==> src/hdl/npe_pkg.sv <==
// ----------------------------------------------------------------------------
// Next permutation engine package
// Shared widths, default capacity and codes for the engine and its RAM.
// ----------------------------------------------------------------------------
package npe_pkg;

    // Default number of elements the engine can hold.
    localparam int MAX_LEN_DEF = 16;

    // Width of one element.
    localparam int DATA_W = 16;

    // Input opcodes.
    localparam logic OP_LOAD    = 1'b0;
    localparam logic OP_ADVANCE = 1'b1;

    // Result status codes.
    localparam logic STATUS_OK   = 1'b0;
    localparam logic STATUS_NONE = 1'b1;

    // Where an emitted element comes from.
    typedef enum logic [1:0] {
        SRC_MEM  = 2'd0,
        SRC_QVAL = 2'd1,
        SRC_PVAL = 2'd2
    } t_src;

endpackage

==> src/hdl/npe_ram.sv <==
// ----------------------------------------------------------------------------
// Generic simple dual-port RAM
// One write port and one read port with a registered read; the read data
// holds its value while no read is enabled.
// ----------------------------------------------------------------------------
module npe_ram #(
    parameter int WIDTH = npe_pkg::DATA_W,
    parameter int DEPTH = npe_pkg::MAX_LEN_DEF
) (
    input  logic                             i_clk,
    input  logic                             i_we,
    input  logic [$clog2(DEPTH)-1:0]         i_waddr,
    input  logic [WIDTH-1:0]                 i_wdata,
    input  logic                             i_re,
    input  logic [$clog2(DEPTH)-1:0]         i_raddr,
    output logic [WIDTH-1:0]                 o_rdata
);

    logic [WIDTH-1:0] r_mem [DEPTH];
    logic [WIDTH-1:0] r_rdata;

    // Write port.
    always_ff @(posedge i_clk) begin
        if (i_we) begin
            r_mem[i_waddr] <= i_wdata;
        end
    end

    // Registered read port.
    always_ff @(posedge i_clk) begin
        if (i_re) begin
            r_rdata <= r_mem[i_raddr];
        end
    end

    assign o_rdata = r_rdata;

endmodule

==> src/hdl/next_permutation_engine.sv <==
// ----------------------------------------------------------------------------
// Next permutation engine
// Holds a sequence and steps it to its next lexicographic permutation.
// ----------------------------------------------------------------------------
// A load beat (opcode 0) appends one value; a load that follows a closed
// sequence starts a new one, and values past MAX_LEN are dropped. An advance
// beat (opcode 1) emits the whole next permutation as n beats with last set
// on the final one, or a single beat with status set when no next
// permutation exists. The sequence lives in two banks of RAM with one read
// port each: an advance scans the active bank from the right for the pivot
// p, scans again for its successor q, then reads the active bank once per
// element while writing the new permutation to the other bank, and the banks
// then swap. The engine takes no new input until the advance has handed out
// its last beat, output stalls included. A sequence shorter than two answers
// without a scan; a sequence without a next permutation answers after the
// full pivot scan. No clearing pass is needed after reset.
// ----------------------------------------------------------------------------
module next_permutation_engine #(
    parameter int MAX_LEN = npe_pkg::MAX_LEN_DEF
) (
    input  logic                      i_clk,
    input  logic                      i_rst_n,
    input  logic                      i_in_valid,
    output logic                      o_in_ready,
    input  logic                      i_opcode,
    input  logic [npe_pkg::DATA_W-1:0] i_value,
    input  logic                      i_final_element,
    output logic                      o_out_valid,
    input  logic                      i_out_ready,
    output logic [npe_pkg::DATA_W-1:0] o_element,
    output logic                      o_last,
    output logic                      o_status
);

    localparam int AW = $clog2(MAX_LEN);
    localparam int LW = $clog2(MAX_LEN + 1);
    localparam int DW = npe_pkg::DATA_W;

    typedef enum logic [4:0] {
        S_IDLE = 5'b00001,
        S_PIV  = 5'b00010,
        S_SUCC = 5'b00100,
        S_EMIT = 5'b01000,
        S_NONE = 5'b10000
    } t_state;

    // Control state.
    t_state          r_state, n_state;
    logic [LW-1:0]   r_len, n_len;
    logic            r_closed, n_closed;
    logic            r_bank, n_bank;
    logic            r_rv, n_rv;
    logic            r_go, n_go;
    logic            r_ovld, n_ovld;

    // Datapath registers.
    logic [AW-1:0]   r_idx, n_idx;
    logic [AW-1:0]   r_raddr, n_raddr;
    logic [DW-1:0]   r_prev, n_prev;
    logic            r_hprev, n_hprev;
    logic [AW-1:0]   r_piv, n_piv;
    logic [DW-1:0]   r_pval, n_pval;
    logic [AW-1:0]   r_qidx, n_qidx;
    logic [DW-1:0]   r_qval, n_qval;
    npe_pkg::t_src   r_tsrc, n_tsrc;
    logic            r_tlast, n_tlast;
    logic [DW-1:0]   r_oel, n_oel;
    logic            r_olast, n_olast;
    logic            r_ostat, n_ostat;

    // RAM ports.
    logic            ld_we, em_we, rd_en;
    logic [AW-1:0]   ld_addr, rd_addr;
    logic [DW-1:0]   em_data;
    logic [DW-1:0]   rd0, rd1, rdata;
    logic            we0, we1;
    logic [AW-1:0]   waddr0, waddr1;
    logic [DW-1:0]   wdata0, wdata1;

    // Helpers.
    logic            in_fire, out_free, issue, move;
    logic [LW:0]     mirror;
    logic [AW-1:0]   src_addr;
    npe_pkg::t_src   src_kind;

    assign in_fire  = i_in_valid && o_in_ready;
    assign out_free = !r_ovld || i_out_ready;
    assign rdata    = r_bank ? rd1 : rd0;

    // Source of element r_idx in the new permutation: prefix as is, the
    // successor value at the pivot, then the suffix mirrored with the old
    // pivot value dropped into the successor's place.
    assign mirror = (LW+1)'(r_len) + (LW+1)'(r_piv) - (LW+1)'(r_idx);
    always_comb begin
        src_addr = r_idx;
        src_kind = npe_pkg::SRC_MEM;
        if (r_idx == r_piv) begin
            src_kind = npe_pkg::SRC_QVAL;
        end else if (r_idx > r_piv) begin
            src_addr = mirror[AW-1:0];
            if (mirror[AW-1:0] == r_qidx) begin
                src_kind = npe_pkg::SRC_PVAL;
            end
        end
    end

    // Value of the beat now held in the read register.
    always_comb begin
        case (r_tsrc)
            npe_pkg::SRC_QVAL: em_data = r_qval;
            npe_pkg::SRC_PVAL: em_data = r_pval;
            default:           em_data = rdata;
        endcase
    end

    // Sequencer.
    always_comb begin
        n_state = r_state;
        n_len   = r_len;
        n_closed = r_closed;
        n_bank  = r_bank;
        n_rv    = r_rv;
        n_go    = r_go;
        n_idx   = r_idx;
        n_raddr = r_raddr;
        n_prev  = r_prev;
        n_hprev = r_hprev;
        n_piv   = r_piv;
        n_pval  = r_pval;
        n_qidx  = r_qidx;
        n_qval  = r_qval;
        n_tsrc  = r_tsrc;
        n_tlast = r_tlast;
        ld_we   = 1'b0;
        ld_addr = r_len[AW-1:0];
        em_we   = 1'b0;
        rd_en   = 1'b0;
        rd_addr = r_idx;
        issue   = 1'b0;
        move    = 1'b0;
        n_ovld  = r_ovld;
        n_oel   = r_oel;
        n_olast = r_olast;
        n_ostat = r_ostat;

        if (r_ovld && i_out_ready) begin
            n_ovld = 1'b0;
        end

        case (r_state)
            S_IDLE: begin
                if (in_fire) begin
                    if (i_opcode == npe_pkg::OP_LOAD) begin
                        n_closed = i_final_element;
                        if (r_closed) begin
                            ld_we   = 1'b1;
                            ld_addr = '0;
                            n_len   = LW'(1);
                        end else if (r_len < LW'(MAX_LEN)) begin
                            ld_we = 1'b1;
                            n_len = r_len + LW'(1);
                        end
                    end else if (r_len < LW'(2)) begin
                        n_state = S_NONE;
                    end else begin
                        n_state = S_PIV;
                        n_idx   = AW'(r_len - LW'(1));
                        n_go    = 1'b1;
                        n_rv    = 1'b0;
                        n_hprev = 1'b0;
                    end
                end
            end

            S_PIV: begin
                // Walk right to left looking for an ascent.
                issue = r_go;
                rd_en = issue;
                n_rv  = issue;
                if (issue) begin
                    n_raddr = r_idx;
                    n_idx   = r_idx - AW'(1);
                    n_go    = (r_idx != '0);
                end
                if (r_rv) begin
                    if (r_hprev && (rdata < r_prev)) begin
                        n_piv   = r_raddr;
                        n_pval  = rdata;
                        n_state = S_SUCC;
                        n_idx   = AW'(r_len - LW'(1));
                        n_go    = 1'b1;
                        n_rv    = 1'b0;
                    end else if (r_raddr == '0) begin
                        n_state = S_NONE;
                        n_rv    = 1'b0;
                        n_go    = 1'b0;
                    end else begin
                        n_prev  = rdata;
                        n_hprev = 1'b1;
                    end
                end
            end

            S_SUCC: begin
                // Rightmost element larger than the pivot.
                issue = r_go;
                rd_en = issue;
                n_rv  = issue;
                if (issue) begin
                    n_raddr = r_idx;
                    n_idx   = r_idx - AW'(1);
                    n_go    = (r_idx != '0);
                end
                if (r_rv && (rdata > r_pval)) begin
                    n_qidx  = r_raddr;
                    n_qval  = rdata;
                    n_state = S_EMIT;
                    n_idx   = '0;
                    n_go    = 1'b1;
                    n_rv    = 1'b0;
                end
            end

            S_EMIT: begin
                // The read register acts as a skid stage before the output.
                move  = r_rv && out_free;
                issue = r_go && (!r_rv || move);
                rd_en = issue;
                rd_addr = src_addr;
                n_rv  = issue || (r_rv && !move);
                if (issue) begin
                    n_raddr = r_idx;
                    n_tsrc  = src_kind;
                    n_tlast = (LW'(r_idx) == (r_len - LW'(1)));
                    n_idx   = r_idx + AW'(1);
                    n_go    = (LW'(r_idx) != (r_len - LW'(1)));
                end
                if (move) begin
                    em_we   = 1'b1;
                    n_ovld  = 1'b1;
                    n_oel   = em_data;
                    n_olast = r_tlast;
                    n_ostat = npe_pkg::STATUS_OK;
                    if (r_tlast) begin
                        n_bank  = !r_bank;
                        n_state = S_IDLE;
                    end
                end
            end

            S_NONE: begin
                if (out_free) begin
                    n_ovld  = 1'b1;
                    n_oel   = '0;
                    n_olast = 1'b1;
                    n_ostat = npe_pkg::STATUS_NONE;
                    n_state = S_IDLE;
                end
            end

            default: begin
                n_state = S_IDLE;
            end
        endcase
    end

    // Loads go to the active bank, the new permutation to the other one.
    assign we0    = (ld_we && !r_bank) || (em_we && r_bank);
    assign we1    = (ld_we && r_bank) || (em_we && !r_bank);
    assign waddr0 = r_bank ? r_raddr : ld_addr;
    assign waddr1 = r_bank ? ld_addr : r_raddr;
    assign wdata0 = r_bank ? em_data : i_value;
    assign wdata1 = r_bank ? i_value : em_data;

    npe_ram #(
        .WIDTH (DW),
        .DEPTH (MAX_LEN)
    ) u_bank0 (
        .i_clk   (i_clk),
        .i_we    (we0),
        .i_waddr (waddr0),
        .i_wdata (wdata0),
        .i_re    (rd_en && !r_bank),
        .i_raddr (rd_addr),
        .o_rdata (rd0)
    );

    npe_ram #(
        .WIDTH (DW),
        .DEPTH (MAX_LEN)
    ) u_bank1 (
        .i_clk   (i_clk),
        .i_we    (we1),
        .i_waddr (waddr1),
        .i_wdata (wdata1),
        .i_re    (rd_en && r_bank),
        .i_raddr (rd_addr),
        .o_rdata (rd1)
    );

    // Control registers.
    always_ff @(posedge i_clk) begin
        if (!i_rst_n) begin
            r_state  <= S_IDLE;
            r_len    <= '0;
            r_closed <= 1'b0;
            r_bank   <= 1'b0;
            r_rv     <= 1'b0;
            r_go     <= 1'b0;
            r_ovld   <= 1'b0;
        end else begin
            r_state  <= n_state;
            r_len    <= n_len;
            r_closed <= n_closed;
            r_bank   <= n_bank;
            r_rv     <= n_rv;
            r_go     <= n_go;
            r_ovld   <= n_ovld;
        end
    end

    // Datapath registers.
    always_ff @(posedge i_clk) begin
        r_idx   <= n_idx;
        r_raddr <= n_raddr;
        r_prev  <= n_prev;
        r_hprev <= n_hprev;
        r_piv   <= n_piv;
        r_pval  <= n_pval;
        r_qidx  <= n_qidx;
        r_qval  <= n_qval;
        r_tsrc  <= n_tsrc;
        r_tlast <= n_tlast;
        r_oel   <= n_oel;
        r_olast <= n_olast;
        r_ostat <= n_ostat;
    end

    assign o_in_ready  = (r_state == S_IDLE);
    assign o_out_valid = r_ovld;
    assign o_element   = r_oel;
    assign o_last      = r_olast;
    assign o_status    = r_ostat;

    // The held length never exceeds the capacity.
    a_len_cap: assert property (@(posedge i_clk) disable iff (!i_rst_n)
        r_len <= LW'(MAX_LEN))
        else $error("sequence length exceeds capacity");

    // A pending scan read always lies inside the sequence.
    a_scan_addr: assert property (@(posedge i_clk) disable iff (!i_rst_n)
        ((r_state == S_PIV) || (r_state == S_SUCC)) && r_rv |-> LW'(r_raddr) < r_len)
        else $error("scan read outside the sequence");

    // A pending output beat addresses an element of the sequence.
    a_emit_addr: assert property (@(posedge i_clk) disable iff (!i_rst_n)
        (r_state == S_EMIT) && r_rv |-> LW'(r_raddr) < r_len)
        else $error("emit beat outside the sequence");

    // A no-next beat is always the last of its advance.
    a_none_last: assert property (@(posedge i_clk) disable iff (!i_rst_n)
        r_ovld && (r_ostat == npe_pkg::STATUS_NONE) |-> r_olast)
        else $error("no-next beat without last");

    // The banks swap only when an emit pass finishes.
    a_bank_swap: assert property (@(posedge i_clk) disable iff (!i_rst_n)
        !$stable(r_bank) |-> $past(r_state == S_EMIT) && (r_state == S_IDLE))
        else $error("bank swap outside an emit pass");

endmodule
==> config.mk <==
export PLATFORM = sky130hd
export DESIGN_NAME = next_permutation_engine
export DESIGN_NICKNAME = d
export VERILOG_FILES = /design/src/hdl/npe_pkg.sv /design/src/hdl/npe_ram.sv /design/src/hdl/next_permutation_engine.sv
export SDC_FILE = /design/constraint.sdc
export NUM_CORES = 1
export LEC_CHECK = 0
export BUFFER_PORTS_ARGS = -buffer_cell sky130_fd_sc_hd__buf_2
export CORE_ASPECT_RATIO = 1.4
export CORE_UTILIZATION = 35
export DETAILED_ROUTE_END_ITERATION = 7
export GPL_ROUTABILITY_DRIVEN = 1
export PLACE_DENSITY = 0.47
export SLEW_MARGIN = 5
export SYNTH_ARGS = -nofsm -noshare
export SYNTH_HDL_FRONTEND = slang
export SYNTH_SLANG_ARGS = --single-unit
==> constraint.sdc <==
create_clock -name i_clk -period 7.05 [get_ports i_clk]
set_input_delay 1.41 -clock i_clk [delete_from_list [all_inputs] [get_ports i_clk]]
set_output_delay 1.41 -clock i_clk [all_outputs]
set_load 0.005 [all_outputs]
# [Word-level counts from Yosys, hierarchy flattened]
# Memories as Yosys holds them, arrays and structs flattened. A register that Yosys moved wholly into a read port is not among the register bits.
# Cells that the tools add are included.
[op_classes] n_reduce_logical=44 n_mux=86 n_bitwise=4 n_addsub=6 magnitude_cmp=5 n_eq_ne=24
[ops] operator="two-way mux 16 bit" count=5
[ops] operator="two-way mux 4 bit" count=19
[ops] operator="case mux 16 bit (2 select lines)" count=2
[ops] operator="two-way mux 5 bit" count=12
[ops] operator="two-way mux 1 bit" count=37
[ops] operator="case mux 5 bit (5 select lines)" count=1
[ops] operator="inequality test 2 bit, second input constant" count=9
[ops] operator="greater-than comparator 16 bit" count=1
[ops] operator="less-than comparator 16 bit" count=1
[ops] operator="case mux 4 bit (4 select lines)" count=1
[ops] operator="AND reduction 3 bit" count=5
[ops] operator="logical AND 1 bit" count=13
[ops] operator="AND reduction 4 bit" count=3
[ops] operator="case mux 1 bit (2 select lines)" count=5
[ops] operator="equality test 4 bit" count=2
[ops] operator="case mux 1 bit (4 select lines)" count=2
[ops] operator="case mux 4 bit (2 select lines)" count=1
[ops] operator="AND reduction 8 bit" count=1
[ops] operator="nonzero test 2 bit" count=4
[ops] operator="nonzero test 4 bit" count=2
[ops] operator="AND reduction 7 bit" count=1
[ops] operator="inequality test 2 x 1 -> 1 bit, second input constant" count=3
[ops] operator="adder 5 x 1 -> 5 bit, second input constant" count=1
[ops] operator="equality test 4 x 5 -> 1 bit" count=1
[ops] operator="25 further kinds" count=37
[word_totals] memories=2 register_bits=101 ram_bits=512 elab_cells=192
[memory_table] name="u_bank0.r_mem" depth=16 width=16 read_ports=1 rd_ports_with_merged_regs=1 wr=1 line="npe_ram.sv:19" text="logic [WIDTH-1:0] r_mem [DEPTH];"
[memory_table] name="u_bank1.r_mem" depth=16 width=16 read_ports=1 rd_ports_with_merged_regs=1 wr=1 line="npe_ram.sv:19"

# [Logic depth before layout (Yosys ltp)]
# Gate-level depths: netlist (run 1).
[depth] word_depth=10 ltp_mapped=16 mapped_depth_nobuf=11

# [By module]
# From an unflattened synthesis (run 1), not the netlist that was laid out.
[unflattened] cells_unflattened=1493 area_unflattened_um2=26589.3
[by_module_without_submodules] module="npe_ram" seq_area_each_um2=8167.8 cells_each=432 area_each_um2=10202.3 instances=2
[by_module_without_submodules] module="next_permutation_engine" seq_area_each_um2=2882.8 cells_each=629 area_each_um2=6184.7 instances=1

# [Worst setup path after synthesis (run 1)]
# OpenSTA, ideal clock, no wires.
[synth_timing] path_kind="register -> register" from="reg r_bank" to="reg r_idx[2], data pin" slack_ns=1.988 arrival_time_ns=4.904 setup_ns=0.158 period_less_slack_ns=5.062 n_path_buf=2 path_stages_with_launch=12 cell_sequence="dfxtp_1 -> clkbuf_1 -> buf_1 -> mux2_2 -> ha_1 -> a22oi_1 -> o211ai_1 -> a221oi_1 -> inv_1 -> nor4_1 -> o21ai_0 -> o211ai_1"
[synth_via] elab_chain_len=6 elab_cells_between_ends=9 classes_between="order compare: 2; mux: 5; reduce/logical: 2"
[synth_rtl] element="from (decl)" line="next_permutation_engine.sv:51" text="logic r_bank, n_bank;"
[synth_rtl] element="from (signal assigned)" line="next_permutation_engine.sv:315" text="r_bank <= n_bank;"
[synth_rtl] element="two-way mux 16 bit (*)" line="next_permutation_engine.sv:88" text="assign rdata = r_bank ? rd1 : rd0;"
[synth_rtl] element="named net rdata[13]" line="next_permutation_engine.sv:75" text="logic [DW-1:0] rd0, rd1, rdata;"
[synth_rtl] element="less-than comparator 16 bit" line="next_permutation_engine.sv:186" text="if (r_hprev && (rdata < r_prev)) begin"
[synth_rtl] element="logical AND 1 bit" line="next_permutation_engine.sv:186"
[synth_rtl] element="two-way mux 4 bit" line="next_permutation_engine.sv:186"
[synth_rtl] element="two-way mux 4 bit" line="next_permutation_engine.sv:185" text="if (r_rv) begin"
[synth_rtl] element="case mux 4 bit (4 select lines) (*)" line="next_permutation_engine.sv:150" text="case (r_state)"
[synth_rtl] element="named net n_idx[2]" line="next_permutation_engine.sv:57" text="logic [AW-1:0] r_idx, n_idx;"
[synth_rtl] element="to (signal assigned)" line="next_permutation_engine.sv:324" text="r_idx <= n_idx;"
[synth_rtl] element="to (decl)" line="next_permutation_engine.sv:57"
# The timed path passes the listed nets; every way through them passes the cells marked *.
# A chain may end at the register's enable or synchronous reset.

# [Final worst setup path (run 1)]
[layout_timing] from="reg r_idx[0]" to="reg u_bank0.r_rdata[2], in the netlist u_bank0.o_rdata[2], read port of u_bank0.r_mem, data pin"
[layout_via] elab_chain_len=4 elab_cells_between_ends=6 classes_between="add/sub: 1; order compare: 1; eq/ne: 1; mux: 3"
[layout_rtl] element="subtractor 4 bit / greater-than comparator 4 bit (equally long branches)" line="next_permutation_engine.sv:93, next_permutation_engine.sv:99"
[layout_rtl] element="two-way mux 4 bit" line="next_permutation_engine.sv:99" text="end else if (r_idx > r_piv) begin"
[layout_rtl] element="two-way mux 4 bit" line="next_permutation_engine.sv:97" text="if (r_idx == r_piv) begin"
[layout_rtl] element="two-way mux 4 bit (*)" line="next_permutation_engine.sv:150"
[layout_rtl] element="to (decl)" line="npe_ram.sv:20" text="logic [WIDTH-1:0] r_rdata;"
# Every way passes the cells marked *; elsewhere a longest branch is shown, timed or not.

==> flow_metrics.tcl, run 1 <==
set metrics [dict create \
    status "complete, no violations" \
    viasPerCell 5.455 \
    crit_chain "inv_4 -> ha_1 -> inv_1 -> ha_1 -> inv_1 -> fa_1 -> mux2i_4 -> buf_4 -> o211ai_1 -> o211a_1 -> or4_1" \
    yosys.area_share.simple 0.04223 \
    place_inst 3042 \
    cts_tree "built" \
    final_cell_area_sq_um 32610 \
    worst_r2r_path_depth 11 \
    post-route-util 0.4036 \
    h-tree-depth 3 \
    diodes 0 \
    worstSetupEndpointType "register" \
    design.die.area_sq_um 83110 \
    multi_input_area_sq_um 8287 \
    r2r_slack_ps 2560 \
    hold_violations 0 \
    crit_type "reg2reg" \
    syn-cell-area_sq_um 28680 \
    power_leakage_nw 12.11 \
    wl_mm 83.45 \
    slowest_stage "buf_4" \
    initial_core_util 0.3550 \
    grt_pass1_wl_mm 121.6 \
    synthMuxAreaShare 0.06496 \
    clkLatencyLatePin_ps 630 \
    vdd_drop_max_v 0.0001755 \
    gp_congestion 0.8046 \
    final_cells 3166 \
    cp_top_family "adder cells" \
    regArea_sq_um 19220 \
    mostFrequentLayoutCells "edfxtp_1 (630), o211ai_1 (261), inv_1 (203)" \
    rr_endpoint "u_bank0.o_rdata[2]" \
    avgSynthCellArea_sq_um 14.25 \
    cts_root_buffer "clkbuf_16" \
    crit_buf_inv 4 \
    antenna_found_initial 1 \
    postPlaceCellArea_sq_um 30400 \
    dr_total_vias 17270 \
    reg2reg_from "r_idx[0]" \
    nNetsFinal 2121 \
    synthAdderAreaFrac 0.02173 \
    rsz0062_at_grt "no" \
    p_per_area_nw_per_um2 244.2 \
    syn_to_final_growth_pct 13.71 \
    cts_hold_buf 0 \
    synth_top_family_by_area "compound AO/OA/AOI/OAI gates" \
    syn-num-nets 2082 \
    setup_tns_ps 0 \
    port_buffers 41 \
    tightest_slew_ps 1389 \
    synth_compound_area_frac 0.1451 \
    cts_buffers 69 \
    cts_max_path_buffers 3 \
    die_width_microns 243.9 \
    setup_ws_ps 2561 \
    grt_max_degree 133 \
    met2_usage 0.3544 \
    min_period_over_period 0.6367 \
    finalMaxSlewViolations 0 \
    fillers 7465 \
    crit_cells 11 \
    post_cts_buffers 0 \
    synth_edf_count 630 \
    core_area_sq_um 80800 \
    ys_seq_area_frac 0.6701 \
    synth_flop_cell "edfxtp_1" \
    track_usage 0.2006 \
    cts_resized 0 \
    synth_xor_xnor_area_share 0.007024 \
    final-setup-viol-count 0 \
    path_max_fanout 64 \
    start_kind "register" \
    yosysWarnings 0 \
    grt_pass1_vias 17496 \
    dp_hpwl_mm 48.97 \
    final_layout_size_suffix_gt1_frac 0.1806 \
    final_common_cell "edfxtp_1" \
    synth_cell_types 64 \
    post-route-min-period_ps 4489 \
    async_reset_ff_frac 0 \
    finClkSkew_ps 20.64 \
    clk_pin_slew_ps 60 \
    dr.pass1.iters 5 \
    synth_cells 2012 \
    route.detailed.wl_per_inst_microns 26.36 \
    relSlewSlack 0.06444 \
    synth_seq_cells 645 \
    grt_overflow 0 \
    slowest_delay_ps 710 \
    cp_data_arrival_time_ps 4840 \
    worstHoldPathType "reg2reg" \
    grtUsageMet3 0.02642 \
    drtIter0Drc 1119 \
    fmax_mhz 222.8 \
    worstSetupEndpoint "u_bank0.o_rdata[2]" \
    dp_worst_setup_slack_ps 2561 \
    cts_num_sinks 645 \
    rows 123 \
    hold_ws_ps 501.6 \
    ioPinCount 42 \
    ant_nets 0 \
    die_y_microns 340.7 \
    worstHoldPathCells 2 \
    cp.required_ps 7400 \
    route.detailed.drc 0 \
    grt_util_met1 0.2525 \
    grt.busiest_layer "met2" \
    power.total_mw 7.964 \
    cp-startpoint "r_idx[0]" \
    drv_cap 0 \
]
-- Yosys cell counts, types with 7 or more instances --
| master | instances | area share |
|---|---|---|
| a21o_1 | 7 | 0.0018 |
| a21oi_1 | 38 | 0.0066 |
| a22oi_1 | 19 | 0.0050 |
| a31oi_1 | 8 | 0.0017 |
| buf_2 | 31 | 0.0054 |
| clkbuf_1 | 101 | 0.013 |
| dfxtp_1 | 15 | 0.010 |
| edfxtp_1 | 630 | 0.66 |
| ha_1 | 45 | 0.020 |
| inv_1 | 204 | 0.027 |
| mux2_1 | 28 | 0.011 |
| mux2_2 | 109 | 0.043 |
| mux2_4 | 8 | 0.0042 |
| mux2i_1 | 20 | 0.0070 |
| nand2_1 | 61 | 0.0080 |
| nand3_1 | 9 | 0.0016 |
| nand4_1 | 10 | 0.0022 |
| nor2_1 | 95 | 0.012 |
| nor2b_1 | 9 | 0.0020 |
| nor3_1 | 8 | 0.0014 |
| o211a_1 | 130 | 0.045 |
| o211ai_1 | 261 | 0.068 |
| o21ai_0 | 38 | 0.0066 |
| or4_1 | 33 | 0.0086 |
| xnor2_1 | 13 | 0.0040 |
| xor2_1 | 10 | 0.0031 |
-- layout make-up --
cell class / count / share of cell area
sequential: 645 / 0.5894
multi-input combinational: 1018 / 0.2541
clock buffer: 91 / 0.05901
tap: 1062 / 0.04075
timing repair buffer: 113 / 0.02479
inverter: 204 / 0.02356
clock inverter: 33 / 0.008364
-- worst min path at each step --
| stage | slack (ps) | startpoint | endpoint |
|---|---|---|---|
| finish | 500 | r_closed | r_closed |
| global route | 520 | r_closed | r_closed |
| CTS | 500 | r_closed | r_closed |
| detailed placement | 490 | r_closed | r_closed |
| global placement | 490 | r_closed | r_closed |
| floorplan | 450 | r_idx[3] | r_raddr[3] |
-- registers in the layout (all words and copies together) (netlist names), 4 cells and up --
signal	cells
u_bank1.o_rdata	16
r_raddr	4
r_idx	4
o_element	16
r_pval	16
r_len	5
r_piv	4
r_state	5
u_bank1.r_mem	256
r_qidx	4
u_bank0.r_mem	256
u_bank0.o_rdata	16
r_prev	16
r_qval	16
-- per-layer routing --
metal,vias to the layer above,part of all wire
li1,7853,-
met1,8917,0.42
met2,381,0.51
met3,119,0.036
met4,0,0.026
met5,-,0
-- cells by family (layout without fill, tap and decap cells) --
group	count (synthesis)	after routing
simple gates	249	249
flops	645	645
xor+xnor	23	23
compound gates	533	533
mux	165	165
fa+ha+maj	48	48
buf+inv	349	441
-- where the power goes --
| part | switching (mW) | total (mW) | internal (mW) | leakage (nW) |
|---|---|---|---|---|
| clock network | 1.53 | 3.60 | 2.07 | 1.07 |
| logic | 0.113 | 0.166 | 0.0528 | 5.22 |
| registers | 0.0102 | 4.20 | 4.19 | 5.81 |
-- worst register-to-register path, delay by kind of cell (launching register included) --
kind                     cells  cell delay [ps]
buffers and inverters        4              940
AO/OA/AOI/OAI                2              470
adder cells (fa/ha/maj)      3             1070
AND/OR/NAND/NOR              1              530
flip-flops                   1              620
multiplexers                 1              610
Power figures use the tool's default switching activity.
==> run 2, diff against run 1 <==
clock period = 4.3 ns   (was 7.05 ns; I/O delays follow)
==> run 2 against run 1 <==
Power up 61%. Clock-buffer cell count unchanged. Clock power up 58%. Sequential share of layout area down 0.63 points. Design area up 1.1%. Non-clock buffer count up 45. Critical path depth unchanged. Utilization up 0.44 points. Sequential power up 64%. Global-route usage about the same. Via count up 0.32%. Largest cell class unchanged.
==> flow_metrics.tcl, run 2 (same netlist as run 1, synthesis figures left out) <==
set metrics [dict create \
    vdd_drop_max_v 0.0002399 \
    post-route-min-period_ps 3910 \
    drv_cap 0 \
    cts_tree "built" \
    relSlewSlack 0.1327 \
    final_common_cell "edfxtp_1" \
    rsz0062_at_grt "no" \
    ant_nets 0 \
    ioPinCount 42 \
    dr.pass1.iters 5 \
    design.die.area_sq_um 83110 \
    fillers 7463 \
    final_layout_size_suffix_gt1_frac 0.1925 \
    grt_pass1_wl_mm 121.2 \
    initial_core_util 0.3550 \
    finClkSkew_ps 21.61 \
    antenna_found_initial 1 \
    p_sw_mw 2.613 \
    p_per_area_nw_per_um2 389.6 \
    tightest_slew_ps 1301 \
    p_int_mw 10.23 \
    clkPwrFrac 0.442 \
    worstSetupEndpointType "register" \
    worstHoldPathCells 2 \
    hold_violations 0 \
    seqPwrFrac 0.536 \
    die_width_microns 243.9 \
    power_leakage_nw 12.32 \
    start_kind "register" \
    crit_type "reg2reg" \
    nNetsFinal 2165 \
    clkLatencyLatePin_ps 610 \
    cts_num_sinks 645 \
    min_period_over_period 0.9092 \
    combPwrFrac 0.022 \
    syn_to_final_growth_pct 14.94 \
    fmax_mhz 255.8 \
    post_cts_buffers 0 \
    mostFrequentLayoutCells "edfxtp_1 (630), o211ai_1 (261), inv_1 (203)" \
    route.detailed.drc 0 \
    dr_total_vias 17325 \
    dp_hpwl_mm 49.15 \
    track_usage 0.2011 \
    cts_resized 0 \
    route.detailed.wl_per_inst_microns 26.06 \
    cp.required_ps 4770 \
    final_cells 3209 \
    cts_root_buffer "clkbuf_16" \
    grt_max_degree 130 \
    rows 123 \
    final-setup-viol-count 0 \
    finalMaxSlewViolations 0 \
    grt_overflow 0 \
    cts_max_path_buffers 3 \
    gp_congestion 0.8070 \
    path_max_fanout 24 \
    top_regs "u_bank0.r_mem (256), u_bank1.r_mem (256)" \
    drtIter0Drc 1267 \
    h-tree-depth 3 \
    switching_share 0.2035 \
    worstHoldPathType "reg2reg" \
    cts_buffers 68 \
    grt_pass1_vias 17660 \
    cp_data_arrival_time_ps 4380 \
    viasPerCell 5.399 \
    port_buffers 41 \
    status "complete, no violations" \
    core_area_sq_um 80800 \
    wl_mm 83.61 \
    die_y_microns 340.7 \
    setup_tns_ps 0 \
    worst_r2r_path_depth 11 \
    cts_hold_buf 0 \
    place_inst 3087 \
    clk_pin_slew_ps 60 \
]
==> run 2: layer usage <==
layer,GRT usage,vias to the layer above,share of wire
li1,-,7927,-
met1,0.2499,8819,0.41
met2,0.3430,441,0.50
met3,0.03303,138,0.048
met4,0.08932,0,0.042
met5,0,-,0
==> run 2: per-stage QoR <==
step                utilization  total power, mW  cell area, sq um  hold slack (ps)  setup WS, ps
floorplan                     -            7.173             28690            451.2         228.1
global placement         0.3817            7.296             30840            479.4         453.5
detailed placement       0.3820            7.300             30860            493.8         369.2
CTS                      0.4079            12.98             32960            482.1         353.4
global route             0.4080            13.23             32960            515.4         248.4
finish                   0.4080            12.84             32970            500.7         390.2
==> run 2: cell type report <==
| class | instances | area, sq um | area share |
|---|---|---|---|
| Timing Repair Buffer | 158 | 1304 | 0.03955 |
| Tap cell | 1062 | 1329 | 0.04031 |
| Multi-Input combinational cell | 1018 | 8242 | 0.2500 |
| Clock buffer | 91 | 1894 | 0.05746 |
| Clock inverter | 30 | 203.9 | 0.006187 |
| Antenna cell | 1 | 2.502 | 0.00007591 |
| Sequential cell | 645 | 19220 | 0.5831 |
| Inverter | 204 | 768.2 | 0.02330 |
==> run 2: power by group through the flow <==
stage                     combinational [mW]  sequential, mW  clock (mW)
after global routing                   0.304            6.89        6.04
after floorplan                        0.156            7.02           0
final                                  0.279            6.89        5.68
after CTS                              0.281            6.89        5.81
after detailed placement               0.280            7.02           0
after global placement                 0.276            7.02           0
==> run 2: worst paths after layout <==
check	from	end	slack, ps
hold / removal	r_closed	r_closed	500
hold reg to reg	r_closed	r_closed	500
setup / recovery	r_len[2]	u_bank0.o_rdata[12]	390
setup reg to reg	r_len[2]	u_bank0.o_rdata[12]	390
==> run 2: worst max-delay path: stages, from the launching register on <==
cell and delay, ps:
dfxtp_1 530, inv_1 160, fa_1 550, inv_1 40, ha_1 300, a21oi_1 180
xnor2_1 200, mux2i_1 200, nor2_4 900, buf_4 400, o211a_1 180, or4_1 100
==> run 3, diff against run 2 <==
ABC_AREA = 1   (was unset)
CORE_UTILIZATION = 60   (was 35)
PLACE_DENSITY = 0.74   (was 0.47)
==> run 3 against run 2 <==
First-iteration DRC count increased by 49%. Sequential share of layout area grew 1.3 points. Routed wire length is 13% lower. Utilization rose by 28 points. Sequential cell count unchanged. Setup slack better by 350 ps. Hold slack got worse by 27 ps. Power is 22% higher. Area after synthesis grew 0.49%. Largest cell class unchanged. Largest power group unchanged.
==> flow_metrics.tcl, run 3 <==
set metrics [dict create \
    status "complete, no violations" \
    dr_total_vias 20093 \
    synth.largest_area_cell "edfxtp_1" \
    grt_max_degree 129 \
    cts_num_sinks 645 \
    relSlewSlack 0.3376 \
    synth_seq_cells 645 \
    post-route-min-period_ps 3556 \
    yosysWarnings 0 \
    final_layout_size_suffix_gt1_frac 0.09684 \
    diodes 0 \
    hold_violations 0 \
    grt_overflow 0 \
    cts_resized 0 \
    vdd_drop_max_v 0.0004181 \
    worstHoldPathType "in2reg" \
    fillers 3372 \
    grt_pass1_vias 19511 \
    cp.required_ps 4670 \
    avgSynthCellArea_sq_um 10.35 \
    top_regs "u_bank0.r_mem (256), u_bank1.r_mem (256)" \
    final-setup-viol-count 0 \
    ioPinCount 42 \
    rows 94 \
    syn-cell-area_sq_um 28820 \
    synth_top_area_share 0.6564 \
    crit_type "reg2reg" \
    switching_share 0.2856 \
    min-delay-start "i_final_element" \
    worstSetupEndpointType "register" \
    finalMaxSlewViolations 0 \
    viasPerCell 5.682 \
    synth_edf_count 630 \
    design.die.area_sq_um 48930 \
    route.detailed.drc 0 \
    start_kind "register" \
    netlist_top_cells_count "nand2_1 (912), edfxtp_1 (630), inv_1 (394)" \
    grt_pass1_wl_mm 109.7 \
    cp_data_arrival_time_ps 3930 \
    initial_core_util 0.6111 \
    drtIter0Drc 1889 \
    tightest_slew_ps 993.4 \
    power_leakage_nw 13.32 \
    p_int_mw 11.23 \
    min_period_over_period 0.8269 \
    post_cts_buffers 0 \
    final_common_cell "nand2_1" \
    fmax_mhz 281.2 \
    clkPwrFrac 0.356 \
    worstHoldPathCells 3 \
    port_buffers 41 \
    p_per_area_nw_per_um2 487.5 \
    wl_mm 73.07 \
    syn-num-nets 2855 \
    power.total_mw 15.72 \
    p_sw_mw 4.488 \
    synth_flop_cell "edfxtp_1" \
    yosysMostFrequentCell "nand2_1" \
    synth.area.top_cells "edfxtp_1 (66%), nand2_1 (12%), nand3_1 (6.2%), inv_1 (5.1%), ha_1 (2.0%)" \
    die_width_microns 187.2 \
    dp_hpwl_mm 45.38 \
    clk_pin_slew_ps 70 \
    antenna_found_initial 0 \
    dr.pass1.iters 7 \
    mostFrequentLayoutCells "nand2_1 (911), edfxtp_1 (630), inv_1 (392)" \
    async_reset_ff_frac 0 \
    nNetsFinal 2935 \
    cts_buffers 59 \
    reg2reg_from "r_idx[2]" \
    route.detailed.wl_per_inst_microns 20.66 \
    path_max_fanout 88 \
    track_usage 0.3013 \
    synth_cell_types 40 \
    synth_cells 2785 \
    setup_tns_ps 0 \
    ys_seq_area_frac 0.6668 \
    cts_root_buffer "clkbuf_16" \
    worst_r2r_path_depth 13 \
    syn_to_final_growth_pct 11.87 \
    drv_cap 0 \
    ant_nets 0 \
    cts_tree "built" \
    cts_hold_buf 0 \
    seqPwrFrac 0.452 \
    regArea_sq_um 19220 \
    rsz0062_at_grt "no" \
    die_y_microns 261.3 \
    gp_congestion 0.9036 \
    h-tree-depth 2 \
    core_area_sq_um 47160 \
    multi_input_area_sq_um 7599 \
    combPwrFrac 0.193 \
    clkLatencyLatePin_ps 640 \
    cts_max_path_buffers 3 \
    cp-startpoint "r_idx[2]" \
    finClkSkew_ps 36.70 \
]
## run 3: per-layer routing
| metal | up-vias | track usage | wire length, microns | part of all wire |
|---|---|---|---|---|
| li1 | 9375 | - | - | - |
| met1 | 9530 | 0.3563 | 26330 | 0.36 |
| met2 | 948 | 0.5251 | 36830 | 0.50 |
| met3 | 240 | 0.03712 | 5215 | 0.071 |
| met4 | 0 | 0.1938 | 4692 | 0.064 |
| met5 | - | 0 | 0 | 0 |
## run 3: cells by family (layout without fill, tap and decap cells)
family / after synthesis / count (layout) / synth area share
AO/OA/AOI/OAI: 174 / 174 / 0.03586
AND/OR/NAND/NOR: 1383 / 1383 / 0.1977
XOR/XNOR: 12 / 12 / 0.003647
flip-flops: 645 / 645 / 0.6668
buffers and inverters: 523 / 650 / 0.07432
adder cells (fa/ha/maj): 48 / 48 / 0.02162
## run 3: path summary, 6_finish.rpt
kind                              to  slack (ps)
setup / recovery  u_bank1.o_rdata[1]         740
hold / removal              r_closed         470
setup reg to reg  u_bank1.o_rdata[1]         740
hold reg to reg           r_state[1]         530
## run 3: worst max-delay path, cell delays in order, from the launching register on
cell and delay [ps]:
edfxtp_1 610, ha_1 410, nand2_1 50, o21ai_1 240, nand3_1 300, nand2_1 250
nand2_8 390, buf_12 390, nand2_1 100, nand2_1 60, nand2_1 110, nand3_1 100
nand3_1 140, nand2_1 60
## run 3: stage by stage
stage | utilization | worst slack (ps) | hold WS, ps | area, sq um | instances
after floorplan | - | 1059 | 480.8 | 28820 | 2785
after global placement | 0.6400 | 841.7 | 502.9 | 30180 | 3428
after detailed placement | 0.6400 | 824.7 | 506.8 | 30180 | 3428
after CTS | 0.6836 | 798.4 | 471.4 | 32240 | 3536
after global routing | 0.6836 | 514.9 | 505.9 | 32240 | 3536
final | 0.6836 | 744.4 | 474.0 | 32240 | 3536
## run 3: power by group through the flow
| stage | clock network (mW) | logic [mW] | registers, mW |
|---|---|---|---|
| 4_1_cts | 5.63 | 3.01 | 7.10 |
| 3_3_place_gp | 0 | 2.92 | 7.23 |
| 3_5_place_dp | 0 | 2.99 | 7.23 |
| 6_report | 5.59 | 3.03 | 7.10 |
| 5_1_grt | 5.83 | 3.35 | 7.11 |
| 2_1_floorplan | 0 | 2.17 | 7.21 |
## run 3: layout make-up
class	instances	area share
clock buffer	64	0.04637
clock inverter	44	0.01750
inverter	399	0.04653
multi-input combinational	1617	0.2357
sequential	645	0.5961
tap	624	0.02422
timing repair buffer	143	0.03361
